**config.mk**
```make
export PLATFORM = sky130hd
export DESIGN_NAME = checksummed_command_frame_builder_unit
export DESIGN_NICKNAME = d
export VERILOG_FILES = /design/src/rtl/ccfb_pkg.sv /design/src/rtl/ccfb_ram.sv /design/src/rtl/ccfb_front.sv /design/src/rtl/ccfb_queue.sv /design/src/rtl/ccfb_back.sv /design/src/rtl/checksummed_command_frame_builder_unit.sv
export VERILOG_INCLUDE_DIRS = /design/src /design/src/rtl
export SDC_FILE = /design/constraint.sdc
export NUM_CORES = 1
export LEC_CHECK = 0
export BUFFER_PORTS_ARGS = -buffer_cell sky130_fd_sc_hd__clkbuf_2
export CORE_ASPECT_RATIO = 0.7
export CORE_UTILIZATION = 40
export CTS_BUF_LIST = sky130_fd_sc_hd__clkbuf_16
export DETAILED_ROUTE_END_ITERATION = 10
export PLACE_DENSITY_LB_ADDON = 0.05
export SLEW_MARGIN = 40
export SYNTH_ARGS = -nofsm -noshare
export SYNTH_HDL_FRONTEND = slang
export SYNTH_HIERARCHICAL = 1
export SYNTH_SLANG_ARGS = --single-unit
```
**constraint.sdc**
```tcl
create_clock -name clk -period 5.7 [get_ports clk]
set_input_delay 1.14 -clock clk [delete_from_list [all_inputs] [get_ports clk]]
set_output_delay 1.14 -clock clk [all_outputs]
set_load 0.005 [all_outputs]
```
**src/rtl/assert_macros.svh**
```systemverilog
// ----------------------------------------------------------------------------
// assertion macros
// shared forms for the concurrent checks of the frame builder
// ----------------------------------------------------------------------------
`ifndef ASSERT_MACROS_SVH
`define ASSERT_MACROS_SVH

// same-cycle implication
`define ASSERT_IMPL(label, clk, rst_n, ante, cons) \
	label: assert property (@(posedge clk) disable iff (!(rst_n)) (ante) |-> (cons)) \
		else $error("assertion failed");

// next-cycle implication
`define ASSERT_NEXT(label, clk, rst_n, ante, cons) \
	label: assert property (@(posedge clk) disable iff (!(rst_n)) (ante) |=> (cons)) \
		else $error("assertion failed");

`endif

```
**src/rtl/ccfb_pkg.sv**
```systemverilog
// ----------------------------------------------------------------------------
// ccfb_pkg
// types, constants and helpers shared by the command frame builder
// ----------------------------------------------------------------------------
package ccfb_pkg;

	localparam int MAX_PATH    = 32;
	localparam int CNT_W       = $clog2(MAX_PATH + 1);
	localparam int IDX_W       = $clog2(MAX_PATH);
	localparam int QUEUE_DEPTH = 4;
	localparam int QPTR_W      = $clog2(QUEUE_DEPTH);

	// command codes
	localparam logic [1:0] CMD_PLAIN = 2'd0;
	localparam logic [1:0] CMD_PATH  = 2'd1;
	localparam logic [1:0] CMD_DATA  = 2'd2;

	// job kinds between front and back
	localparam logic [1:0] JOB_HDR  = 2'd0;
	localparam logic [1:0] JOB_DATA = 2'd1;
	localparam logic [1:0] JOB_REJ  = 2'd2;
	localparam logic [1:0] JOB_PATH = 2'd3;

	localparam logic [7:0] SYNC_BYTE  = 8'hAA;
	localparam logic [7:0] CHAR_STAR  = 8'h2A;
	localparam logic [7:0] CHAR_SLASH = 8'h2F;
	localparam logic [7:0] CHAR_DOT   = 8'h2E;
	localparam logic [7:0] CHAR_NUL   = 8'h00;
	localparam logic [7:0] CHAR_LC_A  = 8'h61;
	localparam logic [7:0] CHAR_LC_Z  = 8'h7A;
	localparam logic [7:0] CASE_DIFF  = 8'h20;

	typedef struct packed {
		logic [1:0] command;
		logic [7:0] opcode;
		logic [7:0] payload_length;
		logic [7:0] device;
		logic [7:0] data_byte;
		logic       final_char;
	} cmd_t;

	typedef struct packed {
		logic [7:0] out_byte;
		logic       run_last;
		logic       frame_done;
		logic       reject;
	} res_t;

	typedef struct packed {
		logic [1:0]       kind;
		logic [7:0]       byte_a;  // opcode or data byte
		logic [7:0]       byte_b;  // payload length
		logic [7:0]       device;
		logic [CNT_W-1:0] cnt;
		logic [CNT_W-1:0] slash;
		logic             last;    // data byte closes the frame
	} job_t;

	typedef struct packed {
		logic             en;
		logic [IDX_W-1:0] addr;
		logic [7:0]       data;
	} ram_wr_t;

	typedef struct packed {
		logic path_done;  // checksum of a path frame going out
		logic ram_busy;   // back is reading the path store
	} back_stat_t;

	function automatic logic [7:0] upper_of(input logic [7:0] c);
		logic [7:0] r;
		r = c;
		if (c >= CHAR_LC_A && c <= CHAR_LC_Z) begin
			r = c - CASE_DIFF;
		end
		return r;
	endfunction

endpackage

```
**src/rtl/ccfb_ram.sv**
```systemverilog
// ----------------------------------------------------------------------------
// ccfb_ram
// generic single-write, single-read RAM with registered read data
// ----------------------------------------------------------------------------
module ccfb_ram #(
	parameter int WIDTH = 8,
	parameter int DEPTH = 32
) (
	input  logic                     clk,
	input  logic                     wr_en,
	input  logic [$clog2(DEPTH)-1:0] wr_addr,
	input  logic [WIDTH-1:0]         wr_data,
	input  logic [$clog2(DEPTH)-1:0] rd_addr,
	output logic [WIDTH-1:0]         rd_data
);

	logic [WIDTH-1:0] mem [DEPTH];

	always_ff @(posedge clk) begin
		if (wr_en) begin
			mem[wr_addr] <= wr_data;
		end
		rd_data <= mem[rd_addr];
	end

endmodule

```
**src/rtl/ccfb_front.sv**
```systemverilog
// ----------------------------------------------------------------------------
// ccfb_front
// accepts command words, tracks frame mode, collects path characters
// ----------------------------------------------------------------------------
module ccfb_front (
	input  logic                clk,
	input  logic                arst_n,
	input  logic                start,
	input  ccfb_pkg::cmd_t      cmd,
	output logic                busy,
	input  logic                full,
	input  logic                path_done,
	output logic                push,
	output ccfb_pkg::job_t      job,
	output ccfb_pkg::ram_wr_t   wr
);

	localparam logic [1:0] MODE_IDLE  = 2'd0;
	localparam logic [1:0] MODE_PLAIN = 2'd1;
	localparam logic [1:0] MODE_PATH  = 2'd2;
	localparam logic [1:0] MODE_OVER  = 2'd3;
	localparam int         TW         = ccfb_pkg::CNT_W + 2;

	logic [1:0]                 mode_q, mode_d;
	logic [7:0]                 left_q, left_d;
	logic [ccfb_pkg::CNT_W-1:0] cnt_q, cnt_d;
	logic [ccfb_pkg::CNT_W-1:0] slash_q, slash_d;
	logic [7:0]                 op_q, op_d;
	logic [7:0]                 dev_q, dev_d;
	logic                       lock_q, lock_d;
	logic                       accept;
	logic                       extra;
	logic                       ends;
	logic [TW-1:0]              tnew;

	assign busy   = full | lock_q;
	assign accept = start & ~busy;

	// a slash after the first character costs one extra output byte
	assign extra = (cnt_q != '0) && (cmd.data_byte == ccfb_pkg::CHAR_SLASH);
	assign ends  = (cmd.data_byte == ccfb_pkg::CHAR_NUL) || cmd.final_char;
	assign tnew  = TW'(cnt_q) + TW'(slash_q) + TW'(extra) + TW'(1);

	always_comb begin
		mode_d  = mode_q;
		left_d  = left_q;
		cnt_d   = cnt_q;
		slash_d = slash_q;
		op_d    = op_q;
		dev_d   = dev_q;
		lock_d  = lock_q;
		push    = 1'b0;
		job     = '0;
		wr      = '0;
		if (path_done) begin
			lock_d = 1'b0;
		end
		if (accept) begin
			case (cmd.command)
				ccfb_pkg::CMD_PLAIN: begin
					push       = 1'b1;
					job.kind   = ccfb_pkg::JOB_HDR;
					job.byte_a = cmd.opcode;
					job.byte_b = cmd.payload_length;
					left_d     = cmd.payload_length;
					mode_d     = (cmd.payload_length == 8'd0) ? MODE_IDLE : MODE_PLAIN;
				end
				ccfb_pkg::CMD_PATH: begin
					op_d    = cmd.opcode;
					dev_d   = cmd.device;
					cnt_d   = '0;
					slash_d = '0;
					mode_d  = MODE_PATH;
				end
				ccfb_pkg::CMD_DATA: begin
					case (mode_q)
						MODE_PLAIN: begin
							push       = 1'b1;
							job.kind   = ccfb_pkg::JOB_DATA;
							job.byte_a = cmd.data_byte;
							job.last   = (left_q == 8'd1);
							left_d     = left_q - 8'd1;
							if (left_q == 8'd1) begin
								mode_d = MODE_IDLE;
							end
						end
						MODE_PATH, MODE_OVER: begin
							if (cmd.data_byte != ccfb_pkg::CHAR_NUL && mode_q == MODE_PATH) begin
								if (tnew > TW'(ccfb_pkg::MAX_PATH)) begin
									mode_d = MODE_OVER;
								end else begin
									wr.en   = 1'b1;
									wr.addr = cnt_q[ccfb_pkg::IDX_W-1:0];
									wr.data = cmd.data_byte;
									cnt_d   = cnt_q + ccfb_pkg::CNT_W'(1);
									slash_d = slash_q + ccfb_pkg::CNT_W'(extra);
								end
							end
							if (ends) begin
								push = 1'b1;
								if (mode_d == MODE_OVER || cnt_d == '0) begin
									job.kind = ccfb_pkg::JOB_REJ;
								end else begin
									job.kind   = ccfb_pkg::JOB_PATH;
									job.byte_a = op_q;
									job.device = dev_q;
									job.cnt    = cnt_d;
									job.slash  = slash_d;
									lock_d     = 1'b1;
								end
								mode_d = MODE_IDLE;
							end
						end
						default: begin
							push     = 1'b1;
							job.kind = ccfb_pkg::JOB_REJ;
						end
					endcase
				end
				default: begin
					push     = 1'b1;
					job.kind = ccfb_pkg::JOB_REJ;
				end
			endcase
		end
	end

	always_ff @(posedge clk or negedge arst_n) begin
		if (!arst_n) begin
			mode_q  <= MODE_IDLE;
			left_q  <= '0;
			cnt_q   <= '0;
			slash_q <= '0;
			lock_q  <= 1'b0;
		end else begin
			mode_q  <= mode_d;
			left_q  <= left_d;
			cnt_q   <= cnt_d;
			slash_q <= slash_d;
			lock_q  <= lock_d;
		end
	end

	always_ff @(posedge clk) begin
		op_q  <= op_d;
		dev_q <= dev_d;
	end

endmodule

```
**src/rtl/ccfb_queue.sv**
```systemverilog
// ----------------------------------------------------------------------------
// ccfb_queue
// small job queue between the front and the back
// ----------------------------------------------------------------------------
module ccfb_queue (
	input  logic           clk,
	input  logic           arst_n,
	input  logic           push,
	input  ccfb_pkg::job_t job_in,
	input  logic           pop,
	output logic           valid,
	output logic           full,
	output ccfb_pkg::job_t job_out
);

	ccfb_pkg::job_t                entry_q [ccfb_pkg::QUEUE_DEPTH];
	logic [ccfb_pkg::QPTR_W-1:0]   wr_ptr_q;
	logic [ccfb_pkg::QPTR_W-1:0]   rd_ptr_q;
	logic [ccfb_pkg::QPTR_W:0]     count_q;
	logic                          do_push;
	logic                          do_pop;

	assign valid   = (count_q != '0);
	assign full    = (count_q == (ccfb_pkg::QPTR_W + 1)'(ccfb_pkg::QUEUE_DEPTH));
	assign job_out = entry_q[rd_ptr_q];
	assign do_push = push & ~full;
	assign do_pop  = pop & valid;

	always_ff @(posedge clk or negedge arst_n) begin
		if (!arst_n) begin
			wr_ptr_q <= '0;
			rd_ptr_q <= '0;
			count_q  <= '0;
		end else begin
			if (do_push) begin
				wr_ptr_q <= wr_ptr_q + ccfb_pkg::QPTR_W'(1);
			end
			if (do_pop) begin
				rd_ptr_q <= rd_ptr_q + ccfb_pkg::QPTR_W'(1);
			end
			if (do_push && !do_pop) begin
				count_q <= count_q + (ccfb_pkg::QPTR_W + 1)'(1);
			end else if (do_pop && !do_push) begin
				count_q <= count_q - (ccfb_pkg::QPTR_W + 1)'(1);
			end
		end
	end

	always_ff @(posedge clk) begin
		if (do_push) begin
			entry_q[wr_ptr_q] <= job_in;
		end
	end

endmodule

```
**src/rtl/ccfb_back.sv**
```systemverilog
// ----------------------------------------------------------------------------
// ccfb_back
// byte sequencer: takes a queued job in its idle state, then turns it into frame bytes, one per cycle
// ----------------------------------------------------------------------------
module ccfb_back (
	input  logic                       clk,
	input  logic                       arst_n,
	input  logic                       valid,
	input  ccfb_pkg::job_t             job,
	output logic                       pop,
	output logic [ccfb_pkg::IDX_W-1:0] rd_addr,
	input  logic [7:0]                 rd_data,
	output ccfb_pkg::back_stat_t       stat,
	output logic                       strobe,
	output ccfb_pkg::res_t             res
);

	localparam logic [3:0] B_IDLE  = 4'd0;
	localparam logic [3:0] B_SYNC  = 4'd1;
	localparam logic [3:0] B_OP    = 4'd2;
	localparam logic [3:0] B_LEN   = 4'd3;
	localparam logic [3:0] B_DEV   = 4'd4;
	localparam logic [3:0] B_CHAR  = 4'd5;
	localparam logic [3:0] B_SLASH = 4'd6;
	localparam logic [3:0] B_DATA  = 4'd7;
	localparam logic [3:0] B_SUM   = 4'd8;
	localparam logic [3:0] B_REJ   = 4'd9;

	logic [3:0]                 state_q, state_d;
	ccfb_pkg::job_t             job_q;
	logic [ccfb_pkg::CNT_W-1:0] idx_q, idx_d;
	logic [7:0]                 sum_q, sum_d;
	logic                       emit;
	ccfb_pkg::res_t             res_d;
	logic                       strobe_q;
	ccfb_pkg::res_t             res_q;

	assign rd_addr = idx_d[ccfb_pkg::IDX_W-1:0];
	assign strobe  = strobe_q;
	assign res     = res_q;

	always_comb begin
		state_d        = state_q;
		idx_d          = idx_q;
		pop            = 1'b0;
		emit           = 1'b0;
		res_d          = '0;
		stat.path_done = 1'b0;
		stat.ram_busy  = (state_q == B_CHAR) || (state_q == B_SLASH);
		case (state_q)
			B_IDLE: begin
				if (valid) begin
					pop = 1'b1;
					case (job.kind)
						ccfb_pkg::JOB_HDR, ccfb_pkg::JOB_PATH: state_d = B_SYNC;
						ccfb_pkg::JOB_DATA:                    state_d = B_DATA;
						default:                               state_d = B_REJ;
					endcase
				end
			end
			B_SYNC: begin
				emit           = 1'b1;
				res_d.out_byte = ccfb_pkg::SYNC_BYTE;
				state_d        = B_OP;
			end
			B_OP: begin
				emit           = 1'b1;
				res_d.out_byte = job_q.byte_a;
				state_d        = B_LEN;
			end
			B_LEN: begin
				emit = 1'b1;
				if (job_q.kind == ccfb_pkg::JOB_PATH) begin
					res_d.out_byte = 8'(job_q.cnt) + 8'(job_q.slash) + 8'd1;
					state_d        = B_DEV;
				end else begin
					res_d.out_byte = job_q.byte_b;
					if (job_q.byte_b == 8'd0) begin
						state_d = B_SUM;
					end else begin
						res_d.run_last = 1'b1;
						state_d        = B_IDLE;
					end
				end
			end
			B_DEV: begin
				emit           = 1'b1;
				res_d.out_byte = job_q.device;
				idx_d          = '0;
				state_d        = B_CHAR;
			end
			B_CHAR: begin
				emit  = 1'b1;
				idx_d = idx_q + ccfb_pkg::CNT_W'(1);
				if (idx_q == '0) begin
					res_d.out_byte = ccfb_pkg::upper_of(rd_data);
				end else if (rd_data == ccfb_pkg::CHAR_DOT || rd_data == ccfb_pkg::CHAR_SLASH) begin
					res_d.out_byte = ccfb_pkg::CHAR_STAR;
				end else begin
					res_d.out_byte = ccfb_pkg::upper_of(rd_data);
				end
				if (idx_q != '0 && rd_data == ccfb_pkg::CHAR_SLASH) begin
					state_d = B_SLASH;
				end else if (idx_d == job_q.cnt) begin
					state_d = B_SUM;
				end
			end
			B_SLASH: begin
				emit           = 1'b1;
				res_d.out_byte = ccfb_pkg::CHAR_SLASH;
				state_d        = (idx_q == job_q.cnt) ? B_SUM : B_CHAR;
			end
			B_DATA: begin
				emit           = 1'b1;
				res_d.out_byte = job_q.byte_a;
				if (job_q.last) begin
					state_d = B_SUM;
				end else begin
					res_d.run_last = 1'b1;
					state_d        = B_IDLE;
				end
			end
			B_SUM: begin
				emit             = 1'b1;
				res_d.out_byte   = sum_q;
				res_d.frame_done = 1'b1;
				res_d.run_last   = 1'b1;
				stat.path_done   = (job_q.kind == ccfb_pkg::JOB_PATH);
				state_d          = B_IDLE;
			end
			B_REJ: begin
				emit           = 1'b1;
				res_d.reject   = 1'b1;
				res_d.run_last = 1'b1;
				state_d        = B_IDLE;
			end
			default: begin
				state_d = B_IDLE;
			end
		endcase
	end

	// running checksum restarts on the sync byte
	always_comb begin
		sum_d = sum_q;
		if (state_q == B_SYNC) begin
			sum_d = ccfb_pkg::SYNC_BYTE;
		end else if (emit && !res_d.frame_done && !res_d.reject) begin
			sum_d = sum_q + res_d.out_byte;
		end
	end

	always_ff @(posedge clk or negedge arst_n) begin
		if (!arst_n) begin
			state_q  <= B_IDLE;
			strobe_q <= 1'b0;
		end else begin
			state_q  <= state_d;
			strobe_q <= emit;
		end
	end

	always_ff @(posedge clk) begin
		if (pop) begin
			job_q <= job;
		end
		idx_q <= idx_d;
		sum_q <= sum_d;
		res_q <= res_d;
	end

endmodule

```
**src/rtl/checksummed_command_frame_builder_unit.sv**
```systemverilog
// ----------------------------------------------------------------------------
// checksummed_command_frame_builder_unit
// builds sync/opcode/length/payload/checksum command frames for a serial link
// ----------------------------------------------------------------------------
// A word is taken on a rising edge with start high and busy low. Each frame
// byte appears on res for exactly one cycle with strobe high; the receiver
// cannot hold results off, so it must take every strobed word. A plain begin
// word gives 3 bytes (4 when the payload is empty) and each payload word gives
// 1 byte (2 on the last one, which carries the checksum); these come out one
// per cycle once the back takes the job, which is later while earlier jobs
// wait in the queue. The back takes each job from the queue in its idle
// state and then emits its bytes, so it takes no new job before the last
// byte of the previous one is out. A path begin and the path characters give
// nothing until the path ends; the end word then gives transformed length + 5
// bytes, one per cycle, read from the path store. The front takes one word
// per cycle while the four-entry job queue has room, so busy rises only when
// the queue fills or while a finished path frame is queued or going out,
// since the path store holds one path at a time. Refused words (stray byte,
// undefined command, empty or overlong path) give one reject word with
// out_byte zero.
// ----------------------------------------------------------------------------
`include "assert_macros.svh"

module checksummed_command_frame_builder_unit (
	input  logic           clk,
	input  logic           arst_n,
	input  logic           start,
	input  ccfb_pkg::cmd_t cmd,
	output logic           busy,
	output logic           strobe,
	output ccfb_pkg::res_t res
);

	// front to queue
	logic                        push;
	ccfb_pkg::job_t              job_in;
	logic                        full;

	// queue to back
	logic                        pop;
	logic                        valid;
	ccfb_pkg::job_t              job_out;

	// path store ports
	ccfb_pkg::ram_wr_t           wr;
	logic [ccfb_pkg::IDX_W-1:0]  rd_addr;
	logic [7:0]                  rd_data;

	// back status, releases the front's path lock
	ccfb_pkg::back_stat_t        stat;

	// front: classify words, keep frame mode, collect path characters
	ccfb_front u_front (
		.clk       (clk),
		.arst_n    (arst_n),
		.start     (start),
		.cmd       (cmd),
		.busy      (busy),
		.full      (full),
		.path_done (stat.path_done),
		.push      (push),
		.job       (job_in),
		.wr        (wr)
	);

	// jobs waiting for the back
	ccfb_queue u_queue (
		.clk     (clk),
		.arst_n  (arst_n),
		.push    (push),
		.job_in  (job_in),
		.pop     (pop),
		.valid   (valid),
		.full    (full),
		.job_out (job_out)
	);

	// raw path characters, written by the front, read by the back
	ccfb_ram #(
		.WIDTH (8),
		.DEPTH (ccfb_pkg::MAX_PATH)
	) u_path_store (
		.clk     (clk),
		.wr_en   (wr.en),
		.wr_addr (wr.addr),
		.wr_data (wr.data),
		.rd_addr (rd_addr),
		.rd_data (rd_data)
	);

	// back: emit frame bytes and checksum
	ccfb_back u_back (
		.clk     (clk),
		.arst_n  (arst_n),
		.valid   (valid),
		.job     (job_out),
		.pop     (pop),
		.rd_addr (rd_addr),
		.rd_data (rd_data),
		.stat    (stat),
		.strobe  (strobe),
		.res     (res)
	);

	// front never pushes a job while the queue has no room for it
	`ASSERT_IMPL(a_no_overflow, clk, arst_n, push, !full)

	// path store is never written while a path frame is being read out
	`ASSERT_IMPL(a_store_quiet, clk, arst_n, stat.ram_busy, !wr.en)

	// a checksum closes the item's results and is never a reject
	`ASSERT_IMPL(a_done_last, clk, arst_n, strobe && res.frame_done, res.run_last && !res.reject)

	// once a path frame finishes, only a full queue can hold the input off
	`ASSERT_NEXT(a_lock_release, clk, arst_n, stat.path_done, busy == full)

endmodule

```
==> results.json, run 1 <==
{
  "failed_checks": "design-rule violations",
  "via_per_inst": 5.55,
  "synth_cells": 1339,
  "diodes": 0,
  "yosys_warnings": 6,
  "arrival_ns": 5.54,
  "grt_pass1_wl_um": 82800,
  "post_cts_buffers": 0,
  "instances_no_fill": 2240,
  "synth_area_per_cell_um2": 17.1,
  "fp.coreArea_mm2": 0.0559,
  "layout-drive-gt1-share": 0.250,
  "clk_pin_slew_ns": 0.06,
  "place_ws_ns": -0.0907,
  "die_h_um": 202,
  "cts.sinks": 535,
  "maxSlewHeadroom": 0.494,
  "crit_family": "compound AO/OA/AOI/OAI gates",
  "final-setup-viol-count": 0,
  "grt_pass1_vias": 12200,
  "grt_max_degree": 41,
  "grt-ovfl-total": 0,
  "drc": 5,
  "drt_iter0_drc": 1247,
  "placed_cells": 2144,
  "globalplace.congestion": 0.816,
  "postRouteAntennaNets": 0,
  "vias": 12400,
  "fmax_mhz": 192,
  "cts_hold_buf": 0,
  "insertion_delay_ns": 0.60,
  "netlist_area_mm2": 0.0228,
  "timing.final.crit_share": 0.914,
  "port_buffers": 50,
  "final_nets": 1544,
  "cts_tree": "built",
  "path_common_cell": "ha_1",
  "outcome": "complete, but fails checks",
  "avgRoutedWirePerCell_um": 24.9,
  "routed_wl_um": 55700,
  "syn2layout_area_growth_pct": 13.7,
  "antenna_found_initial": 2,
  "rsz0062_at_grt": "no",
  "crit_required_ns": 6.03,
  "path_buf_inv": 4,
  "setup-tns-final_ns": 0,
  "critPathSlowestCell": "fa_1",
  "clock_path_buffers": 3,
  "synth_nets": 1425,
  "drt-pass1-iter-count": 10,
  "crit_path_start_kind": "input pin",
  "skew_ns": 0.0175,
  "crit_chain": "clkbuf_2, or3_1, nor2_1, nand3_1, ha_1, inv_1, ha_1, inv_1, fa_1, nor2b_1, o21ai_0, xnor2_1, o41ai_2, and3b_1, ha_1, mux2i_1, nand2_1, a31o_1, a221o_2, buf_12, a31o_2",
  "setup_ws_ns": 0.491,
  "max_stage_delay_ns": 0.39,
  "placementRows": 72,
  "vdd_ir_drop_max_mv": 0.259,
  "die_w_um": 288,
  "cellLeakagePower_uw": 0.00952,
  "maxSlewViolCount": 0,
  "die-area_mm2": 0.0581,
  "end_kind": "register",
  "ioPinCount": 51,
  "cts_resized": 0,
  "htreeDepth": 2,
  "criticalPathCategory": "input pin to register",
  "clockRootBuffer": "clkbuf_16",
  "powerDensity_mw_per_mm2": 452,
  "worst_pin_slew_ns": 0.748,
  "hp-class": "register to register",
  "start_util": 0.409,
  "critPathMaxFanout": 24,
  "cts_buffers": 52,
  "drv_cap": 0,
  "grt_usage": 0.196,
  "dpl.hpwl_um": 37700,
  "period_needed_ns": 5.21,
  "finalHoldViolations": 0
}
per-stage QoR:
| step | instance area (um2) | utilization | hold WS [ns] | power [uW] |
|---|---|---|---|---|
| after detailed placement | 24300 | 0.436 | 0.477 | 8540 |
| after CTS | 26000 | 0.465 | 0.487 | 11900 |
| after global placement | 24300 | 0.436 | 0.472 | 8530 |
| after global routing | 26000 | 0.465 | 0.509 | 12300 |
| final | 26000 | 0.465 | 0.486 | 11700 |
| after floorplan | 22800 | - | 0.450 | 7580 |
sequential cells by signal, indices dropped and copies added, names as in the netlist, 2 cells and up:
register and flops:
u_back/res 11, u_back/state_q 4, u_back/job_q 39, u_back/sum_q 8
u_front/slash_q 6, u_queue/entry_q 156, u_path_store/rd_data 8, u_queue/count_q 3
u_queue/wr_ptr_q 2, u_back/idx_q 6, u_front/mode_q 2, u_front/dev_q 8
u_queue/rd_ptr_q 2, u_front/op_q 8, u_path_store/mem 256, u_front/cnt_q 6
u_front/left_q 8
cell usage in the layout (no fill, tap or decap), types with 12 or more instances in the layout:
cell type,n
nor3_1,13
nand3b_1,12
nand2_1,45
mux4_2,118
o21ai_0,32
a22o_1,14
edfxtp_1,468
dfxtp_1,32
xnor2_1,25
clkinv_2,14
a21oi_1,26
clkbuf_2,50
inv_1,48
buf_4,75
nor2_1,70
clkbuf_16,53
dfrtp_1,33
and3_1,42
nand3_1,26
ha_1,44
cell type report:
cell class	count	area, um2
clock inverters	43	290
well taps	740	926
inverters	41	154
fillers	4848	29900
flip-flops and latches	535	15600
multi-input cells	696	6740
clock buffers	53	1330
repair buffers	132	953
where the power goes:
group          switching, uW  internal [uW]
registers                443           4850
clock network           1460           1820
logic                   1730           1410
final timing paths:
kind                                   from                      to  slack, ns  cells after the start
max in group asynchronous            arst_n     u_queue/rd_ptr_q[1]       4.63                      2
min in group asynchronous            arst_n       u_front/left_q[5]       0.63                      2
setup reg to reg           u_front/cnt_q[1]  u_queue/entry_q[2][31]       0.71                     21
hold reg to reg             u_back/sum_q[4]         u_back/sum_q[4]       0.49                      2
hold / removal              u_back/sum_q[4]         u_back/sum_q[4]       0.49                      2
setup / recovery                     cmd[7]  u_queue/entry_q[2][31]       0.49                     21
worst reg2reg max path, stage by stage, from the launching register on:
cell and delay (ns):
dfrtp_1 0.50, inv_1 0.10, ha_1 0.19, nand3_1 0.12
nand3_1 0.12, ha_1 0.28, inv_1 0.06, ha_1 0.16
inv_1 0.06, fa_1 0.39, nor2b_1 0.17, o21ai_0 0.15
xnor2_1 0.16, o41ai_2 0.34, and3b_1 0.27, ha_1 0.24
mux2i_1 0.29, nand2_1 0.10, a31o_1 0.20, a221o_2 0.38
buf_12 0.17, a31o_2 0.29
per-layer routing:
layer  global-route usage  vias to the layer above  wire (um)  share of wire
li1                     -                     5572          -              -
met1                0.346                     6428      29800           0.53
met2                0.241                      364      21100           0.38
met3               0.0334                       62       3990          0.072
met4               0.0416                        0        842          0.015
met5                    0                        -          0              0
Power figures use the tool's default switching activity.
==> run 2: changes to the inputs <==
RECOVER_POWER = 50   (was unset)
==> run 2 against run 1 <==
Effect of this change:
- worst hold slack about the same
- global-route usage unchanged
- the run ends with design-rule violations, max-capacitance violations, max-slew violations left
- largest cell class unchanged
- sequential cell count unchanged
- largest power group unchanged
==> results.json, run 2 (synthesized netlist as in run 1, its figures left out) <==
{
  "outcome": "complete, but fails checks",
  "failed_checks": "design-rule violations, max-capacitance violations, max-slew violations",
  "diodes": 0,
  "grt_pass1_vias": 12200,
  "grt_max_degree": 41,
  "holdWs_ns": 0.485,
  "syn2layout_area_growth_pct": 12.9,
  "critPathMaxFanout": 11,
  "avgRoutedWirePerCell_um": 24.9,
  "start_util": 0.409,
  "final_common_cell": "edfxtp_1",
  "critPathSlowestCell": "nor2_1",
  "period_needed_ns": 5.26,
  "cts_buffers": 52,
  "crit_required_ns": 6.01,
  "skew_ns": 0.0186,
  "fmax_mhz": 190,
  "criticalPathCategory": "input pin to register",
  "end_kind": "register",
  "powerDensity_mw_per_mm2": 453,
  "cts_resized": 0,
  "cts_tree": "built",
  "largestRegisters": "u_path_store/mem: 256 flops, u_queue/entry_q: 156 flops, u_back/job_q: 39 flops",
  "grt_pass1_wl_um": 82800,
  "layout-drive-gt1-share": 0.223,
  "maxSlewHeadroom": -0.836,
  "crit_path_start_kind": "input pin",
  "drt-pass1-iter-count": 8,
  "dpl.hpwl_um": 37700,
  "grt-ovfl-total": 0,
  "fillerInstances": 4885,
  "final-setup-viol-count": 0,
  "post_cts_buffers": 0,
  "postRouteAntennaNets": 0,
  "antenna_found_initial": 2,
  "top_register": "u_path_store/mem",
  "place_ws_ns": -0.0907,
  "final_area_mm2": 0.0258,
  "grt_usage": 0.196,
  "worst_pin_slew_ns": 2.75,
  "die-area_mm2": 0.0581,
  "clockRootBuffer": "clkbuf_16",
  "use_met3": 0.0334,
  "final_nets": 1544,
  "max_stage_delay_ns": 0.45,
  "vias": 12400,
  "htreeDepth": 2,
  "drt_iter0_drc": 1298,
  "p_total_uw": 11700,
  "die_w_um": 288,
  "arrival_ns": 5.57,
  "fin_util": 0.462,
  "cts.sinks": 535,
  "grt.met2_usage": 0.241,
  "port_buffers": 50,
  "drv_cap": 6,
  "clock_path_buffers": 3,
  "largest_reg_flops": 256,
  "routed_wl_um": 55800,
  "grt.busiest_layer": "met1",
  "drc": 5,
  "rsz0062_at_grt": "no",
  "timing.final.crit_share": 0.923,
  "cellLeakagePower_uw": 0.00941,
  "insertion_delay_ns": 0.60,
  "fp.coreArea_mm2": 0.0559,
  "via_per_inst": 5.53,
  "vdd_ir_drop_max_mv": 0.253,
  "globalplace.congestion": 0.816,
  "final_cell_mix": "edfxtp_1 (468), mux4_2 (118), nor2_1 (71)",
  "finalHoldViolations": 0,
  "dpl_cell_area_mm2": 0.0243,
  "hp-class": "register to register",
  "clk_pin_slew_ns": 0.06,
  "grt_use_met1": 0.346,
  "ioPinCount": 51,
  "die_h_um": 202,
  "maxSlewViolCount": 154,
  "crit_chain": "clkbuf_2, or3_1, nor2_1, nand3_1, ha_1, inv_1, ha_1, inv_1, fa_1, nor2b_1, o21ai_0, xnor2_1, o41ai_2, buf_4, and3_1, clkbuf_1, clkbuf_1, nand3_1, xor2_1, nor2_1",
  "setup_ws_ns": 0.440,
  "cts_hold_buf": 0,
  "placementRows": 72
}
run 2: cell types whose count changed in the layout (fill, tap and decap cells not counted), sizes merged:
cell    previous run  this run
clkbuf           103       121
buf               82        64
run 2: layout make-up:
| class | count | area, um2 | share of cell area |
|---|---|---|---|
| Multi-Input combinational cell | 696 | 6680 | 0.259 |
| Sequential cell | 535 | 15600 | 0.604 |
| Clock buffer | 53 | 1330 | 0.0514 |
| Clock inverter | 43 | 290 | 0.0113 |
| Inverter | 41 | 154 | 0.00597 |
| Timing Repair Buffer | 132 | 843 | 0.0327 |
| Tap cell | 740 | 926 | 0.0359 |
run 2: metal layers:
layer	up-vias	part of all wire	routed length, um
met1	6459	0.55	30500
li1	5567	-	-
met3	62	0.059	3290
met4	0	0.015	837
met5	-	0	0
met2	306	0.38	21200
run 2: per-stage QoR:
step,cells,TNS [ns]
after floorplan,1339,0
after global placement,2144,0
after detailed placement,2144,-4.90
after CTS,2240,0
after global routing,2240,0
final,2240,0
run 2: worst max-delay path: cells and delay by family:
kind,cells,cell delay (ns)
buffers and inverters,6,1.07
xor gates and xnor gates,2,0.33
AOI/OAI and AO/OA,2,0.49
adders and majority gates,3,0.83
and+or+nand+nor,7,1.71
run 2: final timing paths:
path                       cells after the start  slack [ns]              start                       to
setup reg to reg                               8        0.54  u_back/state_q[0]  u_path_store/rd_data[1]
hold / removal                                 2        0.49    u_back/sum_q[4]          u_back/sum_q[4]
hold reg to reg                                2        0.49    u_back/sum_q[4]          u_back/sum_q[4]
setup / recovery                              20        0.44             cmd[7]   u_queue/entry_q[1][11]
max in group asynchronous                      2        2.79             arst_n       u_front/slash_q[5]
min in group asynchronous                      2        1.44             arst_n        u_front/left_q[5]
run 2: where the power goes:
part	total (uW)	internal, uW	switching (uW)
registers	5300	4870	432
logic	3100	1380	1720
clock network	3290	1830	1460
total	11700	8070	3620
==> run 3: changes to the inputs <==
clock period = 4.4 ns   (was 5.7 ns; I/O delays follow)
==> run 3 against run 2 <==
Effect of this change:
- global-route usage about the same
- the flow finishes with violations (design-rule violations, max-capacitance violations, max-slew violations, negative setup slack)
- power increased by 34%
- setup slack lost 0.82 ns
- via count rose by 1.8%
- clock power up 38%
- worst hold slack got worse by 0.029 ns
- sequential cell count is the same
- largest cell class unchanged
==> results.json, run 3 (synthesized netlist as in run 1, its figures left out) <==
{
  "rsz0062_at_grt": "yes",
  "clockRootBuffer": "clkbuf_16",
  "final_nets": 1600,
  "drt-pass1-iter-count": 8,
  "cts.sinks": 535,
  "largest_reg_flops": 256,
  "timing.final.crit_share": 1.09,
  "clock_path_buffers": 3,
  "crit_path_start_kind": "input pin",
  "arrival_ns": 5.13,
  "htreeDepth": 2,
  "die_h_um": 202,
  "die-area_mm2": 0.0581,
  "maxSlewHeadroom": -0.782,
  "grt_pass1_wl_um": 83400,
  "ioPinCount": 51,
  "dpl.hpwl_um": 38400,
  "worst_pin_slew_ns": 2.67,
  "fin_util": 0.489,
  "routed_wl_um": 56700,
  "antenna_found_initial": 2,
  "path_common_cell": "ha_4",
  "fmax_mhz": 209,
  "clk_pin_slew_ns": 0.06,
  "syn2layout_area_growth_pct": 19.6,
  "vias": 12600,
  "via_per_inst": 5.49,
  "drc": 8,
  "die_w_um": 288,
  "p_total_uw": 15600,
  "failed_checks": "design-rule violations, max-capacitance violations, max-slew violations, negative setup slack",
  "maxSlewViolCount": 140,
  "insertion_delay_ns": 0.60,
  "cts_hold_buf": 0,
  "instances_no_fill": 2298,
  "placementRows": 72,
  "outcome": "complete, but fails checks",
  "avgRoutedWirePerCell_um": 24.7,
  "hp-class": "input pin to register",
  "max_stage_delay_ns": 0.55,
  "grt-ovfl-total": 0,
  "place_ws_ns": -1.04,
  "criticalPathCategory": "input pin to register",
  "final-setup-viol-count": 126,
  "top_register": "u_path_store/mem",
  "layout-drive-gt1-share": 0.307,
  "finalHoldViolations": 0,
  "grt_max_degree": 41,
  "final_cell_mix": "edfxtp_1 (468), mux4_2 (118), buf_4 (74)",
  "critPathSlowestCell": "a221o_2",
  "final_area_mm2": 0.0273,
  "end_kind": "register",
  "setup_ws_ns": -0.379,
  "largestRegisters": "u_path_store/mem: 256 flops, u_queue/entry_q: 156 flops, u_back/job_q: 39 flops",
  "placed_cells": 2186,
  "start_util": 0.409,
  "cellLeakagePower_uw": 0.00986,
  "period_needed_ns": 4.78,
  "vdd_ir_drop_max_mv": 0.304,
  "final_common_cell": "edfxtp_1",
  "globalplace.congestion": 0.859,
  "skew_ns": 0.0260,
  "postRouteAntennaNets": 0,
  "dpl_cell_area_mm2": 0.0252,
  "cts_tree": "built",
  "grt_usage": 0.196,
  "powerDensity_mw_per_mm2": 573,
  "cts_buffers": 51,
  "critPathMaxFanout": 6,
  "grt_pass1_vias": 12600,
  "crit_required_ns": 4.75,
  "drt_iter0_drc": 1111,
  "fp.coreArea_mm2": 0.0559,
  "drv_cap": 5,
  "crit_chain": "buf_6, or3_4, nor2_4, nand3_4, ha_4, inv_2, ha_4, inv_2, fa_2, nor2b_4, o21ai_2, xnor2_2, o41ai_4, and3b_2, ha_4, mux2i_2, buf_4, nand4_1, a221o_2, clkbuf_16, a31o_4",
  "port_buffers": 50
}
[run 3: changes by cell type in the layout (fill, tap and decap cells not counted), moves of 14 or more]
cell | before | now
and3_1 | 43 | 17
buf_6 | 0 | 19
and3_4 | 0 | 18
nor2_4 | 0 | 22
buf_12 | 4 | 30
nor2_1 | 71 | 42
buf_4 | 60 | 74
[run 3: power by group]
part	internal, uW	total [uW]	leakage (uW)	switching [uW]
registers	6310	6760	0.00548	452
logic	1940	4350	0.00351	2410
clock network	2620	4540	0.000879	1930
[run 3: final timing paths]
path                                          endpoint  cells after the start  slack [ns]        startpoint
worst min-delay path                  u_front/dev_q[7]                      1        0.46           cmd[16]
worst max-delay path            u_queue/entry_q[0][35]                     21       -0.38            cmd[7]
worst min register to register         u_back/sum_q[0]                      2        0.48   u_back/sum_q[0]
max in group asynchronous             u_front/cnt_q[4]                      2        2.20            arst_n
min in group asynchronous            u_front/left_q[3]                      1        0.67            arst_n
worst max register to register  u_queue/entry_q[0][35]                     20       -0.24  u_front/cnt_q[5]
[run 3: area by class of cell]
| type | instances | area [um2] |
|---|---|---|
| Fill cell | 4708 | 28500 |
| Tap cell | 740 | 926 |
| Inverter | 41 | 156 |
| Multi-Input combinational cell | 696 | 7210 |
| Clock inverter | 43 | 417 |
| Sequential cell | 535 | 15600 |
| Timing Repair Buffer | 189 | 1730 |
| Antenna cell | 2 | 5.00 |
| Clock buffer | 52 | 1300 |
[run 3: layer usage]
layer | global-route usage | wire, um | up-vias
li1 | - | - | 5695
met3 | 0.0361 | 3610 | 62
met2 | 0.254 | 22600 | 316
met1 | 0.332 | 29600 | 6547
met5 | 0 | 0 | -
met4 | 0.0431 | 876 | 0
[run 3: metrics by stage]
stage	TNS [ns]	hold slack (ns)
2_1_floorplan	-168.54	0.450
3_3_place_gp	-327.05	0.463
3_5_place_dp	-351.01	0.471
4_1_cts	-24.76	0.323
5_1_grt	-53.52	0.434
6_report	-31.33	0.457
[run 3: what timing repair did]
action	4_1_cts	5_1_grt
resized for setup	3	67
cloned	0	3
setup buffers	1	12
pin swaps	2	38
setup endpoints to repair	349	359
[run 3: worst max-delay path: cells and delay by family]
family                     cells  cell delay (ns)
AOI/OAI and AO/OA              4             1.27
and+or+nand+nor                6             1.12
muxes                          1             0.18
xor gates and xnor gates       1             0.15
buffers and inverters          5             0.58
adders and majority gates      4             0.92
